--- config.mk ---
export PLATFORM = sky130hd
export DESIGN_NAME = wtoi_mod_reduce
export DESIGN_NICKNAME = d
export VERILOG_FILES = /design/src/rtl/wavetable_oscillator_interp_unit_macros.svh /design/src/rtl/wtoi_pkg.sv /design/src/rtl/wtoi_mod_reduce.sv
export SDC_FILE = /design/constraint.sdc
export NUM_CORES = 1
export LEC_CHECK = 0
export BUFFER_PORTS_ARGS = -buffer_cell sky130_fd_sc_hd__buf_2
export CAP_MARGIN = 20
export CORE_MARGIN = 1.5
export CORE_UTILIZATION = 40
export CTS_BUF_LIST = sky130_fd_sc_hd__clkbuf_8
export DETAILED_ROUTE_END_ITERATION = 8
export HOLD_SLACK_MARGIN = 0.12
export SLEW_MARGIN = 40
export SYNTH_ARGS = -nofsm -noshare
export SYNTH_HDL_FRONTEND = slang
export SYNTH_SLANG_ARGS = --single-unit
--- constraint.sdc ---
create_clock -name i_clk -period 3 [get_ports i_clk]
set_input_delay 0.3 -clock i_clk [delete_from_list [all_inputs] [get_ports i_clk]]
set_output_delay 0.3 -clock i_clk [all_outputs]
set_load 0.03 [all_outputs]
--- src/rtl/wavetable_oscillator_interp_unit_macros.svh ---
// Assertion helpers shared by the oscillator RTL.
`ifndef WAVETABLE_OSCILLATOR_INTERP_UNIT_MACROS_SVH
`define WAVETABLE_OSCILLATOR_INTERP_UNIT_MACROS_SVH

// The consequent must hold in the same cycle as the antecedent.
`define WTOI_ASSERT_IMP(label, clk, rst_n, ante, cons) \
    label: assert property (@(posedge clk) disable iff (!rst_n) (ante) |-> (cons)) \
        else $error("wtoi: same-cycle check failed");

// The consequent must hold in the cycle after the antecedent.
`define WTOI_ASSERT_NXT(label, clk, rst_n, ante, cons) \
    label: assert property (@(posedge clk) disable iff (!rst_n) (ante) |=> (cons)) \
        else $error("wtoi: next-cycle check failed");

`endif

--- src/rtl/wtoi_pkg.sv ---
`timescale 1ns / 1ps

package wtoi_pkg;

    // Fixed field widths of the command and configuration ports.
    localparam int CMD_BITS       = 2;
    localparam int SIZE_BITS      = 10;
    localparam int PINC_BITS      = 32;
    localparam int FS_BITS        = 16;
    localparam int FS_FRAC        = 8;
    localparam int CFG_INDEX_BITS = 1;
    localparam int CFG_DATA_BITS  = 32;

    localparam logic [SIZE_BITS-1:0] SIZE_RESET = 10'd512;

    // Configuration register indexes.
    localparam logic [CFG_INDEX_BITS-1:0] CFG_ACTIVE_SIZE = 1'b0;
    localparam logic [CFG_INDEX_BITS-1:0] CFG_PHASE_INC   = 1'b1;

    // Command codes; the fourth code is a no-op.
    typedef enum logic [CMD_BITS-1:0] {
        CMD_WRITE      = 2'd0,
        CMD_GEN        = 2'd1,
        CMD_GEN_SCALED = 2'd2
    } t_cmd;

    // Status of the modulo reduction unit.
    typedef struct packed {
        logic busy;
        logic done;
    } t_mr_stat;

endpackage

--- src/rtl/wtoi_mod_reduce.sv ---
`timescale 1ns / 1ps

// Bit-serial floor modulo: result = (neg ? -mag : mag) mod div, in [0, div).
// One restoring-division step per cycle, DW steps per run.
module wtoi_mod_reduce #(
    parameter int DW = 10,
    parameter int IW = 10
) (
    input  logic               i_clk,
    input  logic               i_rst_n,
    input  logic               i_start,
    input  logic [DW-1:0]      i_mag,
    input  logic               i_neg,
    input  logic [IW-1:0]      i_div,
    output wtoi_pkg::t_mr_stat o_stat,
    output logic [IW-1:0]      o_rem
);
    localparam int CW = $clog2(DW + 1);

    logic          r_busy;
    logic          r_done;
    logic [CW-1:0] r_cnt;
    logic [DW-1:0] r_dvd;
    logic [IW-1:0] r_rem;
    logic          r_neg;

    logic [IW:0]   trial;
    logic [IW:0]   diff;
    logic [IW-1:0] n_rem;

    // One restoring step: shift in the next dividend bit, subtract if it fits.
    always_comb begin
        trial = {r_rem, r_dvd[DW-1]};
        diff  = trial - {1'b0, i_div};
        if (trial >= {1'b0, i_div}) begin
            n_rem = diff[IW-1:0];
        end else begin
            n_rem = trial[IW-1:0];
        end
    end

    // Step counter and status.
    always_ff @(posedge i_clk) begin
        if (!i_rst_n) begin
            r_busy <= 1'b0;
            r_done <= 1'b0;
            r_cnt  <= '0;
        end else begin
            r_done <= 1'b0;
            if (i_start) begin
                r_busy <= 1'b1;
                r_cnt  <= CW'(DW);
            end else if (r_busy) begin
                r_cnt <= r_cnt - 1'b1;
                if (r_cnt == CW'(1)) begin
                    r_busy <= 1'b0;
                    r_done <= 1'b1;
                end
            end
        end
    end

    // Dividend and partial remainder.
    always_ff @(posedge i_clk) begin
        if (i_start) begin
            r_dvd <= i_mag;
            r_rem <= '0;
            r_neg <= i_neg;
        end else if (r_busy) begin
            r_rem <= n_rem;
            r_dvd <= r_dvd << 1;
        end
    end

    // A negative operand with a nonzero remainder folds up into [0, div).
    always_comb begin
        o_stat.busy = r_busy;
        o_stat.done = r_done;
        if (r_neg && (r_rem != '0)) begin
            o_rem = i_div - r_rem;
        end else begin
            o_rem = r_rem;
        end
    end

endmodule

==> impl_results.md, run 1 <==
* Required @ worst endpoint at approximately 2.7 ns
* Layout cells sized above 1 at 20.9%
* Nets@finish at 330
* FMAX at 359 MHz
* Clk root buf: clkbuf_8
* Type of origin of the critical path: register
* Hold Crit Endpoint: r_neg
* Final setup skew at roughly 0.0013 ns
* Max Transition Viols Final at 0
* Grt total ovfl at 0
* Clock Latency Late Sink at about 0.27 ns
* FF-to-FF setup slack at 0.63 ns
* Routability cong. at 0.816
* Vias at 1,811
* CTS tree: done
* Max Root-Sink Buffers at 2
* Full die area at around 5900 um2
* Dominant cells by area after synthesis: edfxtp_1 15%, dfxtp_1 15%, ha_1 12%
* Port Buf Inserts at 35
* Top cell type's share of synthesized area at between 15 and 20%
* H-tree depth at 1
* Hold Vio Cnt, Final at 0
* Number of synthesized flops with an enable pin at 11
* Syn_area_per_cell at 8.75 um2
* Max FO, Critical Path at 7
* Worst-Margin Slew at 0.611 ns
* Area delta synth->final at 13.2%
* Fin crit period at 2.79 ns
* CP arrival at 2.49 ns
* Fill cell count at 507
* Die height at 76.8 um
* Syn Std Cell Area at between 2000 and 2500 um2
* Hold path depth at 1
* Leak at approximately 1.1 nW
* Mapped Nets at 296
* Wire per inst at approximately 13 um
* R2r endpoint: r_rem[0]
* Setup CP Type: register to primary output
* Post-synthesis sequential area ratio at approximately 30%
* Drt total wl at between 4000 and 5000 um
* Worst-path clk slew at around 0.10 ns
* Reg2reg start: r_rem[4]
* Non-Filler Instances at about 350
* Dpl cells at 348
* Asr flop ratio synth at 0%
* Top FF cell, synth: dfxtp_1
* DRC viols at 0
* Slew HR at 59.3%
* Boundary pin count at 36
* HPWL Detailed at 3690 um
* Pwr dens at 446 nW/um2
* Post-synth cell types at 46
* Reg2Reg Depth at 7
* Hold_buf cts at 0
* Core area at 5170 um2
* GRT Total Usage at 16.3%
* Area leader, netlist: edfxtp_1
* Fin crit share at 92.9%
* Pre-antenna DRT Iters at 4
* DRT antenna net count at 0
* Vias in the first global route at about 1,700
* Sink Count at 27
* Crit path capture type: primary output
* Antenna Cells at 0
* Global-route wire length before repair at about 8000 um
* Inserted Clock Buffers at 3
* Peak VDD IR at ~300 uV
* Initial antenna violation count at 0
* Synth Instances at 249
* 1st-iter DRT viols at 78
* Setup TNS at 0 ns
* Worst Hold Launch: i_neg
* Final setup fails at 0
* Status: complete, no violations
* Yosys warns at 0
* Starting Density at between 40 and 50%
* RSZ-0062 raised after global routing: no
* Yosys reg bits at 27
* Vias/cell at 5.14
* # rows at 26
* Die X at 76.8 um
* Largest net degree at the start of global routing at 24
* Hold Path Class: input port to register
* Maximum Capacitance Violations at 0
[cells in the final DEF, fill, tap and decap left out, drive strengths merged, types with 2 or more instances in the layout]
| master | n |
|---|---|
| clkbuf | 3 |
| edfxtp | 11 |
| a21oi | 16 |
| and3 | 2 |
| o21ai | 16 |
| nand2b | 5 |
| nor2 | 22 |
| xnor2 | 8 |
| ha | 21 |
| nor3 | 6 |
| buf | 38 |
| o22ai | 4 |
| nand4 | 3 |
| a21o | 3 |
| xor2 | 8 |
| a211oi | 6 |
| mux2 | 10 |
| fa | 2 |
| a31oi | 2 |
| dfxtp | 16 |
| a41oi | 2 |
| nand3 | 3 |
| inv | 29 |
| nand2 | 13 |
| nor4 | 3 |
| nor2b | 4 |
| mux2i | 8 |
| o21a | 3 |
| and2 | 2 |
| o211ai | 2 |
[per-layer routing]
metal	global-route usage, %	part of all wire, %
met5	0	0
met4	2.78	0.57
met3	2.50	2.1
met2	28.0	47
met1	21.7	50
[kinds of logic (layout without fill, tap and decap cells)]
logic type	count (synthesis)	count (layout)	synth area share (%)
AOI/OAI and AO/OA	60	60	18.4
buffers and inverters	38	71	7.41
adders and majority gates	23	23	13.9
DFF	27	27	29.9
and+or+nand+nor	67	67	15.2
muxes	18	18	8.85
xor gates and xnor gates	16	16	6.43
[per-stage QoR]
step / setup slack [ns] / util (%) / instance area [um2] / power, W / hold WS [ns]
after global routing: 0.0352 / 47.7 / 2470 / 0.00117 / 0.185
final: 0.212 / 47.7 / 2470 / 0.00110 / 0.196
after CTS: 0.170 / 47.6 / 2460 / 0.00111 / 0.184
after floorplan: 0.624 / - / 2180 / 0.000784 / 0.399
after detailed placement: 0.485 / 46.6 / 2410 / 0.000891 / 0.481
after global placement: 0.506 / 46.6 / 2410 / 0.000888 / 0.479
[worst max-delay path, stage by stage, from the launching register on]
cell and delay [ns]:
dfxtp_1 0.48, ha_1 0.25, fa_1 0.21, nor2b_1 0.05
o21ai_0 0.24, a21oi_1 0.13, o41ai_1 0.38, xor2_1 0.11
mux2i_1 0.15, buf_2 0.21
[worst max-delay path by stage]
stage | startpoint | end | cells past startpoint
floorplan | r_rem[0] | o_rem[8] | 8
global placement | r_rem[1] | o_rem[9] | 9
detailed placement | r_rem[1] | o_rem[9] | 9
CTS | r_rem[1] | o_rem[9] | 9
global route | r_rem[0] | o_rem[8] | 9
finish | r_rem[0] | o_rem[8] | 9
[final cells by class]
class | instances | area (um2) | share of cell area, %
inverter | 29 | 109 | 4.41
multi-input combinational | 184 | 1370 | 55.7
clock inverter | 1 | 7.51 | 0.304
timing repair buffer | 38 | 198 | 8.02
sequential | 27 | 651 | 26.4
clock buffer | 3 | 41.3 | 1.67
tap | 70 | 87.6 | 3.55
[flip-flops by register name (all words and copies together) (netlist names)]
register,cells
r_dvd,10
r_rem,10
r_cnt,4
r_busy,1
r_neg,1
r_done,1
[cells in the mapped netlist, drive strengths merged, types with 5 or more instances]
master and instances:
mux2i 8, dfxtp 16, buf 6, mux2 10
nor3 6, edfxtp 11, ha 21, xor2 8
xnor2 8, a211oi 6, inv 29, a21oi 16
nand2b 5, nor2 22, o21ai 16, nand2 13
[what timing repair did]
action                     CTS  global route
setup endpoints to repair    0             1
resized for setup            0             2
setup buffers                0             0
[power by group]
part / internal, W / switching, W / total, W / leakage [nW]
clock network: 0.0000943 / 0.000118 / 0.000212 / 0.0217
registers: 0.000415 / 0.0000229 / 0.000438 / 0.242
logic: 0.000183 / 0.000266 / 0.000449 / 0.799
total: 0.000692 / 0.000407 / 0.00110 / 1.06
(Power assumes the default switching activity.)
==> inputs of run 2 (changes only) <==
- clock period: 3 -> 3.35 ns (I/O delays scaled with it)
==> run 2 against run 1 <==
Compared with the run above: via count barely moved; largest power group unchanged; sequential share of layout area up 0.15 points; register-to-register slack better by 0.24 ns; non-clock buffer count decreased by 1; clock power decreased by 9.4%; setup slack better by 0.27 ns; die area stayed put; highest routed layer unchanged; critical path type unchanged; count of clock-buffer cells in the layout is the same; utilization decreased by 0.27 points; final cell count shrank 0.28%.
==> impl_results.md, run 2 (synthesized netlist as in run 1, its figures left out) <==
* Starting Density at between 40% and 50%
* Worst-path clk slew at 0.10 ns
* Layout cells sized above 1 at 20.3%
* Inserted Clock Buffers at 3
* Worst hold margin at 0.234 ns
* Setup CP Type: register to primary output
* Area after DPL at 2400 um2
* Clk root buf: clkbuf_8
* HPWL Detailed at about 3600 um
* Hold Vio Cnt, Final at 0
* Sink Count at 27
* Type of origin of the critical path: register
* Max Transition Viols Final at 0
* Post-CTS Setup Inserts at 0
* Hold_buf cts at 0
* Final setup skew at between 0.0015 and 0.002 ns
* Full die area at 5900 um2
* 1st-iter DRT viols at 105
* Worst-Margin Slew at 0.601 ns
* Vias in the first global route at around 1,600
* Die X at 76.8 um
* FF-to-FF setup slack at 0.87 ns
* Area delta synth->final at 12.6%
* Required @ worst endpoint at 3.01 ns
* CP arrival at 2.53 ns
* Peak VDD IR at 186 uV
* Slew HR at ~60%
* Leak at 1.06 nW
* Fin crit share at 85.6%
* Fill cell count at 496
* Routability cong. at slightly below 0.8
* Initial antenna violation count at 0
* Port Buf Inserts at 35
* Design area at 2450 um2
* Setup TNS at 0 ns
* RSZ-0062 raised after global routing: no
* Post-CTS sizing at 0
* Hold Path Class: input port to register
* Boundary pin count at 36
* Largest net degree at the start of global routing at 24
* Clock Latency Late Sink at 0.27 ns
* DRC viols at 0
* Most common cell after layout, fill and taps aside: buf_2
* Pre-antenna DRT Iters at 4
* Status: complete, no violations
* Pwr dens at between 400 and 500 nW/um2
* FMAX at 349 MHz
* Nets@finish at 329
* Commonest cells after routing, fill and taps aside: 35 x buf_2, 29 x inv_1, 22 x nor2_1, 21 x ha_1, 16 x dfxtp_1
* Final setup fails at 0
* Vias/cell at 5.16
* Antenna Cells at 0
* Final Power at 0.000982 W
* Grt total ovfl at 0
* H-tree depth at 1
* GRT Total Usage at 16.1%
* Crit path capture type: primary output
* Wire per inst at between 10 and 15 um
* Max FO, Critical Path at 7
* Core area at a little over 5000 um2
* Post-layout util at a little under half
* Biggest regs: r_dvd (10), r_rem (10), r_cnt (4)
* # rows at 26
* Global-route wire length before repair at between 7000 and 8000 um
* Max Root-Sink Buffers at 2
* DRT antenna net count at 0
* Maximum Capacitance Violations at 0
* Fin crit period at between 2 and 3 ns
* Drt total wl at 4610 um
* CTS tree: done
* Die height at approximately 77 um
* Vias at between 1,500 and 2,000
-- run 2: per-stage QoR --
step	worst slack, ns	std cells
2_1_floorplan	0.939	249
3_3_place_gp	0.846	347
3_5_place_dp	0.819	347
4_1_cts	0.500	351
5_1_grt	0.243	351
6_report	0.482	351
-- run 2: final cells by class --
class / count / area, um2 / area share [%]
Timing Repair Buffer: 37 / 190 / 7.76
Clock buffer: 3 / 41.3 / 1.68
Inverter: 29 / 109 / 4.44
Multi-Input combinational cell: 184 / 1370 / 55.7
Tap cell: 70 / 87.6 / 3.57
Clock inverter: 1 / 7.51 / 0.306
Sequential cell: 27 / 651 / 26.5
-- run 2: report_power, final --
| part | total (W) | internal [W] | leakage [nW] | switching (W) |
|---|---|---|---|---|
| Combinational | 0.000397 | 0.000161 | 0.792 | 0.000236 |
| Clock | 0.000192 | 0.0000844 | 0.0217 | 0.000107 |
| Sequential | 0.000393 | 0.000372 | 0.242 | 0.0000218 |
-- run 2: path summary, 6_finish.rpt --
| path | from | endpoint | cells after the start |
|---|---|---|---|
| worst max-delay path | r_rem[0] | o_rem[8] | 9 |
| worst min-delay path | i_neg | r_neg | 1 |
| worst max register to register | r_dvd[9] | r_rem[8] | 10 |
| worst min register to register | r_cnt[2] | r_cnt[2] | 2 |
-- run 2: routing by layer --
layer / GRT usage [%] / wire length [um] / up-vias
li1: - / - / 951
met3: 1.07 / 69 / 2
met4: 3.33 / 23 / 0
met2: 25.5 / 2170 / 19
met5: 0 / 0 / -
met1: 23.8 / 2350 / 838
-- run 2: critical path: stages (launching register included) --
cell     delay [ns]
dfxtp_1        0.51
ha_1           0.25
fa_1           0.22
nor2b_1        0.06
o21ai_0        0.21
a21oi_1        0.15
o41ai_1        0.37
xor2_1         0.11
mux2i_1        0.15
buf_2          0.21
